$ cat src/hdl/mlpd_pkg.sv
package mlpd_pkg;

   // Built size
   localparam int LEVELS = 8;
   localparam int DEPTH  = 16;

   localparam int LVL_IDX_W = (LEVELS > 1) ? $clog2(LEVELS) : 1;
   localparam int PTR_W     = $clog2(DEPTH);
   localparam int CNT_W     = $clog2(DEPTH + 1);
   localparam int SUM_W     = CNT_W + 1;
   localparam int ADDR_W    = $clog2(LEVELS * DEPTH);
   localparam int DATA_W    = 32;
   localparam int CFG_W     = 5;

   localparam logic [CFG_W-1:0] CFG_RESET = 5'd8;

   // Operation codes
   localparam logic [2:0] FUNC_APPEND    = 3'd0;
   localparam logic [2:0] FUNC_INSERT    = 3'd1;
   localparam logic [2:0] FUNC_SERVE     = 3'd2;
   localparam logic [2:0] FUNC_POP_FRONT = 3'd3;
   localparam logic [2:0] FUNC_POP_BACK  = 3'd4;
   localparam logic [2:0] FUNC_PEEK_FRNT = 3'd5;
   localparam logic [2:0] FUNC_PEEK_BACK = 3'd6;
   localparam logic [2:0] FUNC_IS_EMPTY  = 3'd7;

   // Status codes
   localparam logic [1:0] ST_OK        = 2'd0;
   localparam logic [1:0] ST_EMPTY     = 2'd1;
   localparam logic [1:0] ST_BAD_LEVEL = 2'd2;
   localparam logic [1:0] ST_FULL      = 2'd3;

   typedef struct packed {
      logic exec;   // run the accepted request
      logic load;   // move pending result into output register
   } cmd_type;

   typedef struct packed {
      logic out_free;
   } stat_type;

   // ring wrap of a sum known to be below 2*DEPTH
   function automatic logic [PTR_W-1:0] wrap(input logic [SUM_W-1:0] x);
      logic [SUM_W-1:0] y;
      begin
         y = (x >= SUM_W'(DEPTH)) ? (x - SUM_W'(DEPTH)) : x;
         wrap = y[PTR_W-1:0];
      end
   endfunction

endpackage

$ cat src/hdl/mlpd_ram.sv
module mlpd_ram #(
   parameter int WIDTH = 32,
   parameter int DEPTH = 128
) (
   input  logic                     clock,
   input  logic                     wr_en,
   input  logic [$clog2(DEPTH)-1:0] wr_addr,
   input  logic [WIDTH-1:0]         wr_data,
   input  logic                     rd_en,
   input  logic [$clog2(DEPTH)-1:0] rd_addr,
   output logic [WIDTH-1:0]         rd_data
);

   logic [WIDTH-1:0] mem_ff [DEPTH];
   logic [WIDTH-1:0] rd_data_ff;

   always_ff @(posedge clock) begin
      if (wr_en) begin
         mem_ff[wr_addr] <= wr_data;
      end
      if (rd_en) begin
         rd_data_ff <= mem_ff[rd_addr];
      end
   end

   assign rd_data = rd_data_ff;

endmodule

$ cat src/hdl/mlpd_ctrl.sv
module mlpd_ctrl (
   input  logic              clock,
   input  logic              reset,
   input  logic              req_valid,
   output logic              req_ready,
   input  mlpd_pkg::stat_type stat,
   output mlpd_pkg::cmd_type  cmd
);
   import mlpd_pkg::*;

   typedef enum logic {S_IDLE, S_DONE} state_type;

   state_type state_ff;
   state_type state_in;
   logic      ready;

   always_comb begin
      ready    = (state_ff == S_IDLE) || stat.out_free;
      cmd.exec = req_valid && ready;
      cmd.load = (state_ff == S_DONE) && stat.out_free;
      state_in = state_ff;
      case (state_ff)
         S_IDLE: begin
            if (cmd.exec) state_in = S_DONE;
         end
         S_DONE: begin
            if (cmd.exec) state_in = S_DONE;
            else if (cmd.load) state_in = S_IDLE;
         end
         default: state_in = S_IDLE;
      endcase
   end

   always_ff @(posedge clock) begin
      if (reset) begin
         state_ff <= S_IDLE;
      end else begin
         state_ff <= state_in;
      end
   end

   assign req_ready = ready;

endmodule

$ cat src/hdl/mlpd_dp.sv
module mlpd_dp (
   input  logic                          clock,
   input  logic                          reset,
   input  mlpd_pkg::cmd_type             cmd,
   output mlpd_pkg::stat_type            stat,
   input  logic                          csr_wr,
   input  logic [mlpd_pkg::CFG_W-1:0]    csr_levels_in_use,
   input  logic [2:0]                    req_func,
   input  logic [3:0]                    req_priority_req,
   input  logic signed [31:0]            req_value,
   output logic                          rsp_valid,
   input  logic                          rsp_ready,
   output logic signed [31:0]            rsp_result_value,
   output logic [1:0]                    rsp_status,
   output logic [3:0]                    rsp_served_level,
   output logic                          rsp_level_empty
);
   import mlpd_pkg::*;

   logic [CFG_W-1:0] cfg_ff;
   logic [PTR_W-1:0] head_ff [LEVELS];
   logic [CNT_W-1:0] fill_ff [LEVELS];

   // result of the executed request, waiting on read data
   logic [1:0] pend_status_ff;
   logic [3:0] pend_level_ff;
   logic       pend_empty_ff;
   logic       pend_read_ff;

   logic              rsp_valid_ff;
   logic [DATA_W-1:0] rsp_value_ff;
   logic [1:0]        rsp_status_ff;
   logic [3:0]        rsp_level_ff;
   logic              rsp_empty_ff;

   logic [CFG_W-1:0]     act;
   logic                 bad;
   logic [LVL_IDX_W-1:0] req_lv, pick_lv, sel_lv;
   logic                 pick_found;
   logic [PTR_W-1:0]     h, h_next, h_prev, pos_back, pos_tail;
   logic [CNT_W-1:0]     n;
   logic [SUM_W-1:0]     sum_hn;
   logic [1:0]           st_in;
   logic [3:0]           lvl_in;
   logic                 empty_in, read_in, wr_in;
   logic [PTR_W-1:0]     mem_pos;
   logic                 head_we, fill_we;
   logic [PTR_W-1:0]     head_in;
   logic [CNT_W-1:0]     fill_in;
   logic [ADDR_W-1:0]    mem_addr;
   logic [DATA_W-1:0]    rd_data;

   always_comb begin
      act     = (cfg_ff > CFG_W'(LEVELS)) ? CFG_W'(LEVELS) : cfg_ff;
      bad     = (req_priority_req == 4'd0) || ({1'b0, req_priority_req} > act);
      req_lv  = LVL_IDX_W'(req_priority_req - 4'd1);

      // highest non-empty admitted level
      pick_lv    = '0;
      pick_found = 1'b0;
      for (int i = LEVELS - 1; i >= 0; i--) begin
         if ((fill_ff[i] != '0) && (CFG_W'(i) < act)) begin
            pick_lv    = LVL_IDX_W'(i);
            pick_found = 1'b1;
         end
      end

      sel_lv   = (req_func == FUNC_SERVE) ? pick_lv : req_lv;
      h        = head_ff[sel_lv];
      n        = fill_ff[sel_lv];
      sum_hn   = SUM_W'(h) + SUM_W'(n);
      pos_tail = wrap(sum_hn);
      pos_back = wrap(sum_hn - SUM_W'(1));
      h_next   = wrap(SUM_W'(h) + SUM_W'(1));
      h_prev   = (h == '0) ? PTR_W'(DEPTH - 1) : (h - PTR_W'(1));

      st_in    = ST_OK;
      lvl_in   = 4'd0;
      empty_in = 1'b0;
      read_in  = 1'b0;
      wr_in    = 1'b0;
      mem_pos  = h;
      head_we  = 1'b0;
      fill_we  = 1'b0;
      head_in  = h_next;
      fill_in  = n - CNT_W'(1);

      if (req_func == FUNC_SERVE) begin
         if (pick_found) begin
            lvl_in  = 4'(pick_lv) + 4'd1;
            read_in = 1'b1;
            head_we = 1'b1;
            fill_we = 1'b1;
         end else begin
            st_in = ST_EMPTY;
         end
      end else if (bad) begin
         st_in = ST_BAD_LEVEL;
      end else begin
         case (req_func)
            FUNC_APPEND, FUNC_INSERT: begin
               if (n >= CNT_W'(DEPTH)) begin
                  st_in = ST_FULL;
               end else begin
                  wr_in   = 1'b1;
                  fill_we = 1'b1;
                  fill_in = n + CNT_W'(1);
                  if (req_func == FUNC_APPEND) begin
                     mem_pos = pos_tail;
                  end else begin
                     mem_pos = h_prev;
                     head_in = h_prev;
                     head_we = 1'b1;
                  end
               end
            end
            FUNC_IS_EMPTY: begin
               empty_in = (n == '0);
            end
            default: begin
               if (n == '0) begin
                  st_in = ST_EMPTY;
               end else begin
                  lvl_in  = req_priority_req;
                  read_in = 1'b1;
                  if ((req_func == FUNC_POP_FRONT) || (req_func == FUNC_PEEK_FRNT)) begin
                     mem_pos = h;
                  end else begin
                     mem_pos = pos_back;
                  end
                  head_we = (req_func == FUNC_POP_FRONT);
                  fill_we = (req_func == FUNC_POP_FRONT) || (req_func == FUNC_POP_BACK);
               end
            end
         endcase
      end

      mem_addr = ADDR_W'(sel_lv) * ADDR_W'(DEPTH) + ADDR_W'(mem_pos);
   end

   mlpd_ram #(
      .WIDTH (DATA_W),
      .DEPTH (LEVELS * DEPTH)
   ) u_store (
      .clock   (clock),
      .wr_en   (cmd.exec && wr_in),
      .wr_addr (mem_addr),
      .wr_data (req_value),
      .rd_en   (cmd.exec && read_in),
      .rd_addr (mem_addr),
      .rd_data (rd_data)
   );

   always_ff @(posedge clock) begin
      if (reset) begin
         cfg_ff       <= CFG_RESET;
         rsp_valid_ff <= 1'b0;
         for (int i = 0; i < LEVELS; i++) begin
            head_ff[i] <= '0;
            fill_ff[i] <= '0;
         end
      end else begin
         if (csr_wr) cfg_ff <= csr_levels_in_use;
         if (cmd.exec) begin
            if (head_we) head_ff[sel_lv] <= head_in;
            if (fill_we) fill_ff[sel_lv] <= fill_in;
         end
         if (cmd.load) rsp_valid_ff <= 1'b1;
         else if (rsp_ready) rsp_valid_ff <= 1'b0;
      end
   end

   always_ff @(posedge clock) begin
      if (cmd.exec) begin
         pend_status_ff <= st_in;
         pend_level_ff  <= lvl_in;
         pend_empty_ff  <= empty_in;
         pend_read_ff   <= read_in;
      end
      if (cmd.load) begin
         rsp_value_ff  <= pend_read_ff ? rd_data : '0;
         rsp_status_ff <= pend_status_ff;
         rsp_level_ff  <= pend_level_ff;
         rsp_empty_ff  <= pend_empty_ff;
      end
   end

   assign stat.out_free     = !rsp_valid_ff || rsp_ready;
   assign rsp_valid         = rsp_valid_ff;
   assign rsp_result_value  = rsp_value_ff;
   assign rsp_status        = rsp_status_ff;
   assign rsp_served_level  = rsp_level_ff;
   assign rsp_level_empty   = rsp_empty_ff;

endmodule

$ cat src/hdl/multi_level_priority_deque_unit.sv
// Multi-level priority deque: one bounded ring-buffer deque per priority level
// (8 levels of 16 entries, level 1 highest), all held in one entry RAM with
// registered read. Each request beat (func, priority_req, value) gives exactly
// one response beat: append/insert, serve-highest, pop/peek either end, or an
// is-empty test. A request first looks up the level's head and count,
// updates them and writes or reads the RAM; the registered read is then
// carried into the output register. The next request is taken while
// that result is loaded, so back-to-back requests sustain one beat per cycle
// as long as the response side keeps up. The response register lets a new
// request execute while an old response still waits; a stalled response
// holds off the request after that. csr_levels_in_use (reset 8, clipped to 8)
// limits the admitted levels; write it only while the block is idle. Values of
// never-written RAM entries are undefined.
module multi_level_priority_deque_unit (
   input  logic                         clock,
   input  logic                         reset,
   // configuration
   input  logic                         csr_valid,
   output logic                         csr_ready,
   input  logic [mlpd_pkg::CFG_W-1:0]   csr_levels_in_use,
   // request
   input  logic                         req_valid,
   output logic                         req_ready,
   input  logic [2:0]                   req_func,
   input  logic [3:0]                   req_priority_req,
   input  logic signed [31:0]           req_value,
   // response
   output logic                         rsp_valid,
   input  logic                         rsp_ready,
   output logic signed [31:0]           rsp_result_value,
   output logic [1:0]                   rsp_status,
   output logic [3:0]                   rsp_served_level,
   output logic                         rsp_level_empty
);
   import mlpd_pkg::*;

   cmd_type  cmd;
   stat_type stat;

   // config register always accepts
   assign csr_ready = 1'b1;

   // sequencing: idle / result pending
   mlpd_ctrl u_ctrl (
      .clock     (clock),
      .reset     (reset),
      .req_valid (req_valid),
      .req_ready (req_ready),
      .stat      (stat),
      .cmd       (cmd)
   );

   // level pointers, entry RAM, output register
   mlpd_dp u_dp (
      .clock             (clock),
      .reset             (reset),
      .cmd               (cmd),
      .stat              (stat),
      .csr_wr            (csr_valid && csr_ready),
      .csr_levels_in_use (csr_levels_in_use),
      .req_func          (req_func),
      .req_priority_req  (req_priority_req),
      .req_value         (req_value),
      .rsp_valid         (rsp_valid),
      .rsp_ready         (rsp_ready),
      .rsp_result_value  (rsp_result_value),
      .rsp_status        (rsp_status),
      .rsp_served_level  (rsp_served_level),
      .rsp_level_empty   (rsp_level_empty)
   );

endmodule
$ cat config.mk
export PLATFORM = sky130hd
export DESIGN_NAME = multi_level_priority_deque_unit
export DESIGN_NICKNAME = d
export VERILOG_FILES = /design/src/hdl/mlpd_pkg.sv /design/src/hdl/mlpd_ram.sv /design/src/hdl/mlpd_ctrl.sv /design/src/hdl/mlpd_dp.sv /design/src/hdl/multi_level_priority_deque_unit.sv
export SDC_FILE = /design/constraint.sdc
export NUM_CORES = 2
export LEC_CHECK = 0
export ABC_AREA = 1
export BUFFER_PORTS_ARGS = -buffer_cell sky130_fd_sc_hd__buf_4
export CORE_MARGIN = 2
export CORE_UTILIZATION = 38
export DETAILED_ROUTE_END_ITERATION = 6
export HOLD_SLACK_MARGIN = 0.08
export PLACE_DENSITY_LB_ADDON = 0.05
export SETUP_SLACK_MARGIN = 0.02
export SYNTH_ARGS = -nofsm -noshare
export SYNTH_HDL_FRONTEND = slang
export SYNTH_MEMORY_MAX_BITS = 65536
export SYNTH_SLANG_ARGS = --single-unit
$ cat constraint.sdc
create_clock -name clock -period 8.4 [get_ports clock]
set_clock_uncertainty 0.2 [all_clocks]
set_input_delay 1.68 -clock clock [delete_from_list [all_inputs] [get_ports clock]]
set_output_delay 1.68 -clock clock [all_outputs]
set_load 0.05 [all_outputs]
After elaboration in Yosys (flattened, before gate mapping). Memories as Yosys holds them, arrays and structs flattened. A register that Yosys moved wholly into a read port is not among the register bits. Index checks and enable logic that the tools add are counted. W data, S select, Z words.

Bits in registers: 54. RAM bits: 4168. Input port bits: 49. Output and inout bits: 42. Logic and storage cells: 176. Memories: 3.

Memory list: u_dp.u_store.mem_ff (words 128, bits a word 32, read ports 1, clocked after memory_dff 1, write ports 1, line mlpd_ram.sv:14) `logic [WIDTH-1:0] mem_ff [DEPTH];`; u_dp.fill_ff (words 8, bits a word 5, read ports 9, clocked after memory_dff 0, write ports 8, line mlpd_dp.sv:22) `logic [CNT_W-1:0] fill_ff [LEVELS];`; u_dp.head_ff (words 8, bits a word 4, read ports 1, clocked after memory_dff 0, write ports 8, line mlpd_dp.sv:21) `logic [PTR_W-1:0] head_ff [LEVELS];`.

Add/subtract/negate cells: 12. $lt $le $gt $ge: 14. Eq/ne operators: 6. Mux-type cells: 92. Bitwise gates (word level): 2. Reductions and logical operators: 36.

Operators with widths (number): $mux W4 (21); $mux W1 (46); $reduce_bool A5 Y1 (8); $mux W3 (11); $mux W5 (6); $lt A3 B5 Y1 const A (4); $sub A4 B1 Y4 const B (4); $ge A6 B5 Y1 const B (2); $logic_and A1 B1 Y1 (12); $ge A5 B5 Y1 const B (2); $lt A1 B5 Y1 const A (2); $lt A2 B5 Y1 const A (2); $eq A3 B3 Y1 const B (3); $logic_not A4 Y1 (2); $pmux W4 S2 (1); $add A7 B4 Y7 (1); $add A4 B5 Y6 (1); $eq A3 B2 Y1 const B (2); $mux W2 (3); $pmux W1 S2 (3); $reduce_or A3 Y1 (2); $sub A6 B1 Y6 const B (1); $add A4 B1 Y5 const B (1); $add A5 B1 Y5 const B (1); other kinds (16) (21).

Depth between registers and ports, before layout. An unclocked memory read counts as a cell.

Word-level depth: 25. Mapped depth: 44.

Hierarchy. Synthesis repeated with hierarchy kept, for this count alone.

Cells, all modules: 14178. Area, all modules: 171982.4 um^2.

By module, submodules not included: mlpd_ram (instances 1, cells an instance 13389, area each 164954.5 um^2, sequential area each 123958.9 um^2); mlpd_dp (instances 1, cells an instance 779, area each 6961.7 um^2, sequential area each 3693.5 um^2); mlpd_ctrl (instances 1, cells an instance 8, area each 55.1 um^2, sequential area each 20.0 um^2); multi_level_priority_deque_unit (instances 1, cells an instance 2, area each 11.3 um^2, sequential area each 0.0 um^2).

Worst setup path before layout. OpenSTA, ideal clock, no wires.

Path kind: input to register. From: input req_priority_req[0]. To: memory u_dp.u_store.mem_ff[93][0] (enable). Arrival: 7.744 ns. Data required time: 7.779 ns. Path slack: 0.035 ns. Stages on the path: 27. Path through: inv_1 > ha_1 > xnor2_1 > nor2_1 > nor2_4 > nor2_8 > buf_2 > nand2_1 > o22ai_1 > nor4_2 > ha_1 > inv_1 > fa_1 > ha_1 > xor2_1 > nor2_1 > nand4_1 > nand2_1 > nor2_2 > nor2_4 > nand2_1 > inv_2 > buf_2 > buf_2 > nand2_1 > clkbuf_1 > nor2_1.

Word-level cells in the longest chain between the ends: 13. Elaborated cells on any way between the ends: 35.

Ends and longest elaborated chain: from (decl) (line multi_level_priority_deque_unit.sv:25) `input logic [3:0] req_priority_req,`; $sub A3 B1 Y3 (line mlpd_dp.sv:56) `req_lv = LVL_IDX_W'(req_priority_req - 4'd1);`; $mux W3 (line mlpd_dp.sv:68) `sel_lv = (req_func == FUNC_SERVE) ? pick_lv : req_lv;`; $mem_v2 Z8 W4 / $mem_v2 Z8 W5 (equally long branches); $add A4 B5 Y6 (line mlpd_dp.sv:71) `sum_hn = SUM_W'(h) + SUM_W'(n);`; $sub A6 B1 Y6 (line mlpd_dp.sv:73) `pos_back = wrap(sum_hn - SUM_W'(1));`; $ge A6 B5 Y1 / $sub A4 B1 Y4 (equally long branches) (line mlpd_pkg.sv:46) `y = (x >= SUM_W'(DEPTH)) ? (x - SUM_W'(DEPTH)) : x;`; $mux W4 (line mlpd_pkg.sv:46); $mux W4 (line mlpd_dp.sv:126) `if ((req_func == FUNC_POP_FRONT) || (req_func == FUNC_PEEK_FRNT)) begin`; $mux W4 (line mlpd_dp.sv:121) `if (n == '0) begin`; $pmux W4 S2 (line mlpd_dp.sv:100) `case (req_func)`; $mux W4 (line mlpd_dp.sv:97) `end else if (bad) begin`; $mux W4 (line mlpd_dp.sv:88) `if (req_func == FUNC_SERVE) begin`; $add A7 B4 Y7 (line mlpd_dp.sv:138) `mem_addr = ADDR_W'(sel_lv) * ADDR_W'(DEPTH) + ADDR_W'(mem_pos);`; to (decl) (line mlpd_ram.sv:14).

Several ways; a longest one is shown, not always the timed one.

Final worst setup path.
From: input req_func[0]. To: register u_dp.u_store.rd_data_ff[11], in the netlist u_dp.u_store.rd_data[11] (read register of u_dp.u_store.mem_ff), data pin.

Word-level cells in the longest chain between the ends: 13. Elaborated cells on any way between the ends: 38.

Ends and longest elaborated chain: from (decl) (line multi_level_priority_deque_unit.sv:24) `input logic [2:0] req_func,`; $eq A3 B2 Y1 (line mlpd_dp.sv:68, mlpd_dp.sv:88); $mux W3 (line mlpd_dp.sv:68); $mem_v2 Z8 W4 / $mem_v2 Z8 W5 (equally long branches); $add A4 B5 Y6 (line mlpd_dp.sv:71); $sub A6 B1 Y6 (line mlpd_dp.sv:73); $ge A6 B5 Y1 / $sub A4 B1 Y4 (equally long branches) (line mlpd_pkg.sv:46); $mux W4 (line mlpd_pkg.sv:46); $mux W4 (line mlpd_dp.sv:126); $mux W4 (line mlpd_dp.sv:121); $pmux W4 S2 (line mlpd_dp.sv:100); $mux W4 (line mlpd_dp.sv:97); $mux W4 (line mlpd_dp.sv:88); $add A7 B4 Y7 (line mlpd_dp.sv:138); to (decl) (line mlpd_ram.sv:15) `logic [WIDTH-1:0] rd_data_ff;`.

Several ways; a longest one is shown, not always the timed one. A chain may end at the register's enable or synchronous reset.

==> metrics.cfg <==
[run_status]
status=finished with violations
violations=DRC

[global_routing]
grt_pass1_wl_um=928000
grt_usage_pct=29.4
grt_util_met2_pct=46.5
grt_antenna_before_repair=56
busiest_layer=met2
grt_overflow_total=0
grt_max_degree=89
use_met3_pct=4.44
met1_usage_pct=41.9
grt_pass1_vias=112000

[clock_tree]
postCtsSetupBuffers=0
cts_resized=0
clock_latency_ns=1.02
cts_max_path_buffers=4
cts_sinks=4254
cts_buffers=469
clkSlewWorstSetupHoldPaths_ns=0.06
cts_root_buf=clkbuf_16
htreeDepth=5
cts_tree=done
hold_buffers=0

[logic_synthesis]
syn_area_per_cell_um2=11.7
synth_cells=14600
synth_cell_types=44
yosys-top-cells-area=edfxtp_1, nand2_1, nand3_1, nor2_1, buf_2
synth-compound-area-share_pct=1.21
synth_xor_area_share_pct=0.0618
synth_fa_ha_area_share_pct=0.115
synth_top_family_by_area=simple AND/OR/NAND/NOR gates
yosys_warnings=0
netlist_area_um2=170000
synth-simple-area-share_pct=20.6
synth_nets=14600
synth_area_leader_cell=edfxtp_1
synth.area.mux_share_pct=0
yosysSeqAreaShare_pct=75.0
synth_top_area_share_pct=74.9
ys_seq_elements=4254

[power]
ir_worst_vdd_mv=0.191
p_seq_share_pct=38.0
power_switching_uw=22100
p_clk_share_pct=32.6
p_comb_share_pct=29.4
p_int_uw=40100
swShare_pct=35.5
power_density_nw_per_um2=306
power_leakage_uw=0.0779

[setup_path]
crit_arrival_ns=8.67
r2r_cells=36
slowest_stage=nand2_1
critPathMaxFanout=9
crit_path_start=req_func[0]
cp.depth=34
cpPeakStageDelay_ns=0.63
worst_ep_required_time_ns=8.97
r2r-start=u_dp.fill_ff[2][0]
endpoint_kind=flop
critPathBufInv=10
ff2ff_setup_slack_ns=0.31
critPathKind=input port to flop
cp-endpoint=u_dp.u_store.rd_data[11]
path_delay_family=simple AND/OR/NAND/NOR gates
r2r-end=u_dp.u_store.rd_data[11]
start_kind=input port

[sta]
whs_ns=0.230
worst_slew_pin_slew_ns=1.40
fin_crit_ns=8.11
fin_crit_sh_pct=96.5
setup_viol=0
slew_headroom_pct=6.64
slew_violations=0
finalHoldViolations=0
rsz0062_at_grt=no
fmax_mhz=123

[routing]
dr.pass1.iters=7
routed_wl_um=678000
wl_per_cell_um=31.1
drc=1
vias=117000
ant_nets=0
via_per_inst=5.36
drt-initial-drc-count=15500

[flow_run]
cap_violations=0

[placed_design]
portBuffers=89
dpl_cell_area_um2=188000
hpwlAfterDp_um=424000
gp_congestion=0.895
place_inst=21000

[layout]
multi_input_area_um2=38500
syn2layout_area_growth_pct=19.3
final_cell_mix=nand2_1, edfxtp_1, nand3_1
final_common_cell=nand2_1
drive_gt1_share_pct=12.6
fillers=41000
fin_cells=21800
regArea_um2=128000
finalInstanceArea_um2=203000
nets=15600

[floorplanning]
fp.dieH_um=673
core-area_um2=446000
fp.dieArea_um2=453000
ios=91
start_util_pct=38.2
rows=245
fp.dieW_um=673

[worst_hold_path]
hold_path_class=flop to flop
hp-start=u_dp.pend_empty_ff

[metal layers]
metal | share of wire [%] | wire length [um]
met3 | 8.0 | 54500
met5 | 0.0096 | 65
met2 | 46 | 311000
met1 | 43 | 289000
met4 | 3.4 | 23200
[layout make-up]
class | instances | area share [%]
Antenna cell | 11 | 0.0136
Clock buffer | 571 | 6.05
Clock inverter | 300 | 1.27
Inverter | 447 | 0.849
Multi-Input combinational cell | 9182 | 18.9
Sequential cell | 4254 | 62.9
Tap cell | 5928 | 3.65
Timing Repair Buffer | 1141 | 6.35
[cell usage after synthesis, drive strengths merged]
library cell and count:
dfxtp 7, a21oi 41, a22o 2, inv 443, buf 549, a21o 1, o31ai 2, ha 14
a221oi 2, fa 1, edfxtp 4247, clkinv 4, nor3 7, nor2 1434, a21boi 1, or2 2
clkbuf 133, o22ai 11, nand3b 2, nand3 1289, xnor2 3, xor2 9, nand2 5926, nand4 94
o21ai 339, nor4 1, conb 1
[power groups by stage]
stage / clock (uW) / combinational [uW] / sequential, uW
after global placement: 0 / 18200 / 24000
after global routing: 21300 / 19300 / 23600
after floorplan: 0 / 7910 / 24000
after detailed placement: 0 / 18100 / 24000
after CTS: 20500 / 18200 / 23600
final: 20300 / 18300 / 23600
[worst min-delay path by stage]
| stage | to | slack, ns | cells after the start |
|---|---|---|---|
| final | u_dp.rsp_level_empty | 0.23 | 0 |
| after global routing | u_dp.rsp_level_empty | 0.24 | 0 |
| after CTS | u_dp.rsp_served_level[3] | 0.24 | 0 |
| after detailed placement | u_dp.rsp_level_empty | 0.22 | 0 |
| after global placement | u_dp.rsp_served_level[3] | 0.21 | 0 |
| after floorplan | u_dp.rsp_level_empty | 0.20 | 0 |
[worst register-to-register path, delay by kind of cell (launching register included)]
family	cells	cell delay (ns)
adder cells (fa/ha/maj)	1	0.30
buffers and inverters	8	1.42
flip-flops	1	0.43
AO/OA/AOI/OAI	3	0.55
XOR/XNOR	2	0.47
AND/OR/NAND/NOR	22	4.47
[stage by stage]
stage	TNS, ns	setup WS [ns]	total power, uW	utilization, %
after global routing	0	0.0785	64200	45.6
after global placement	-63.18	-0.741	42200	42.2
after floorplan	0	0.0349	31900	-
final	0	0.291	62200	45.6
after detailed placement	-41.51	-0.644	42200	42.2
after CTS	0	0.368	62300	45.6
[flip-flops by register name (all words and copies together), names as in the netlist, 2 cells and up]
name,cells
u_dp.cfg_ff,5
u_dp.fill_ff,40
u_dp.head_ff,32
u_dp.pend_level_ff,4
u_dp.pend_status_ff,2
u_dp.rsp_result_value,32
u_dp.rsp_served_level,4
u_dp.rsp_status,2
u_dp.u_store.mem_ff,4096
u_dp.u_store.rd_data,32
[cell families after synthesis]
logic type	after synthesis
AND/OR/NAND/NOR	8755
flip-flops	4254
buffers and inverters	1129
AO/OA/AOI/OAI	399
adder cells (fa/ha/maj)	15
XOR/XNOR	12
other	1
(Power assumes the default switching activity.)
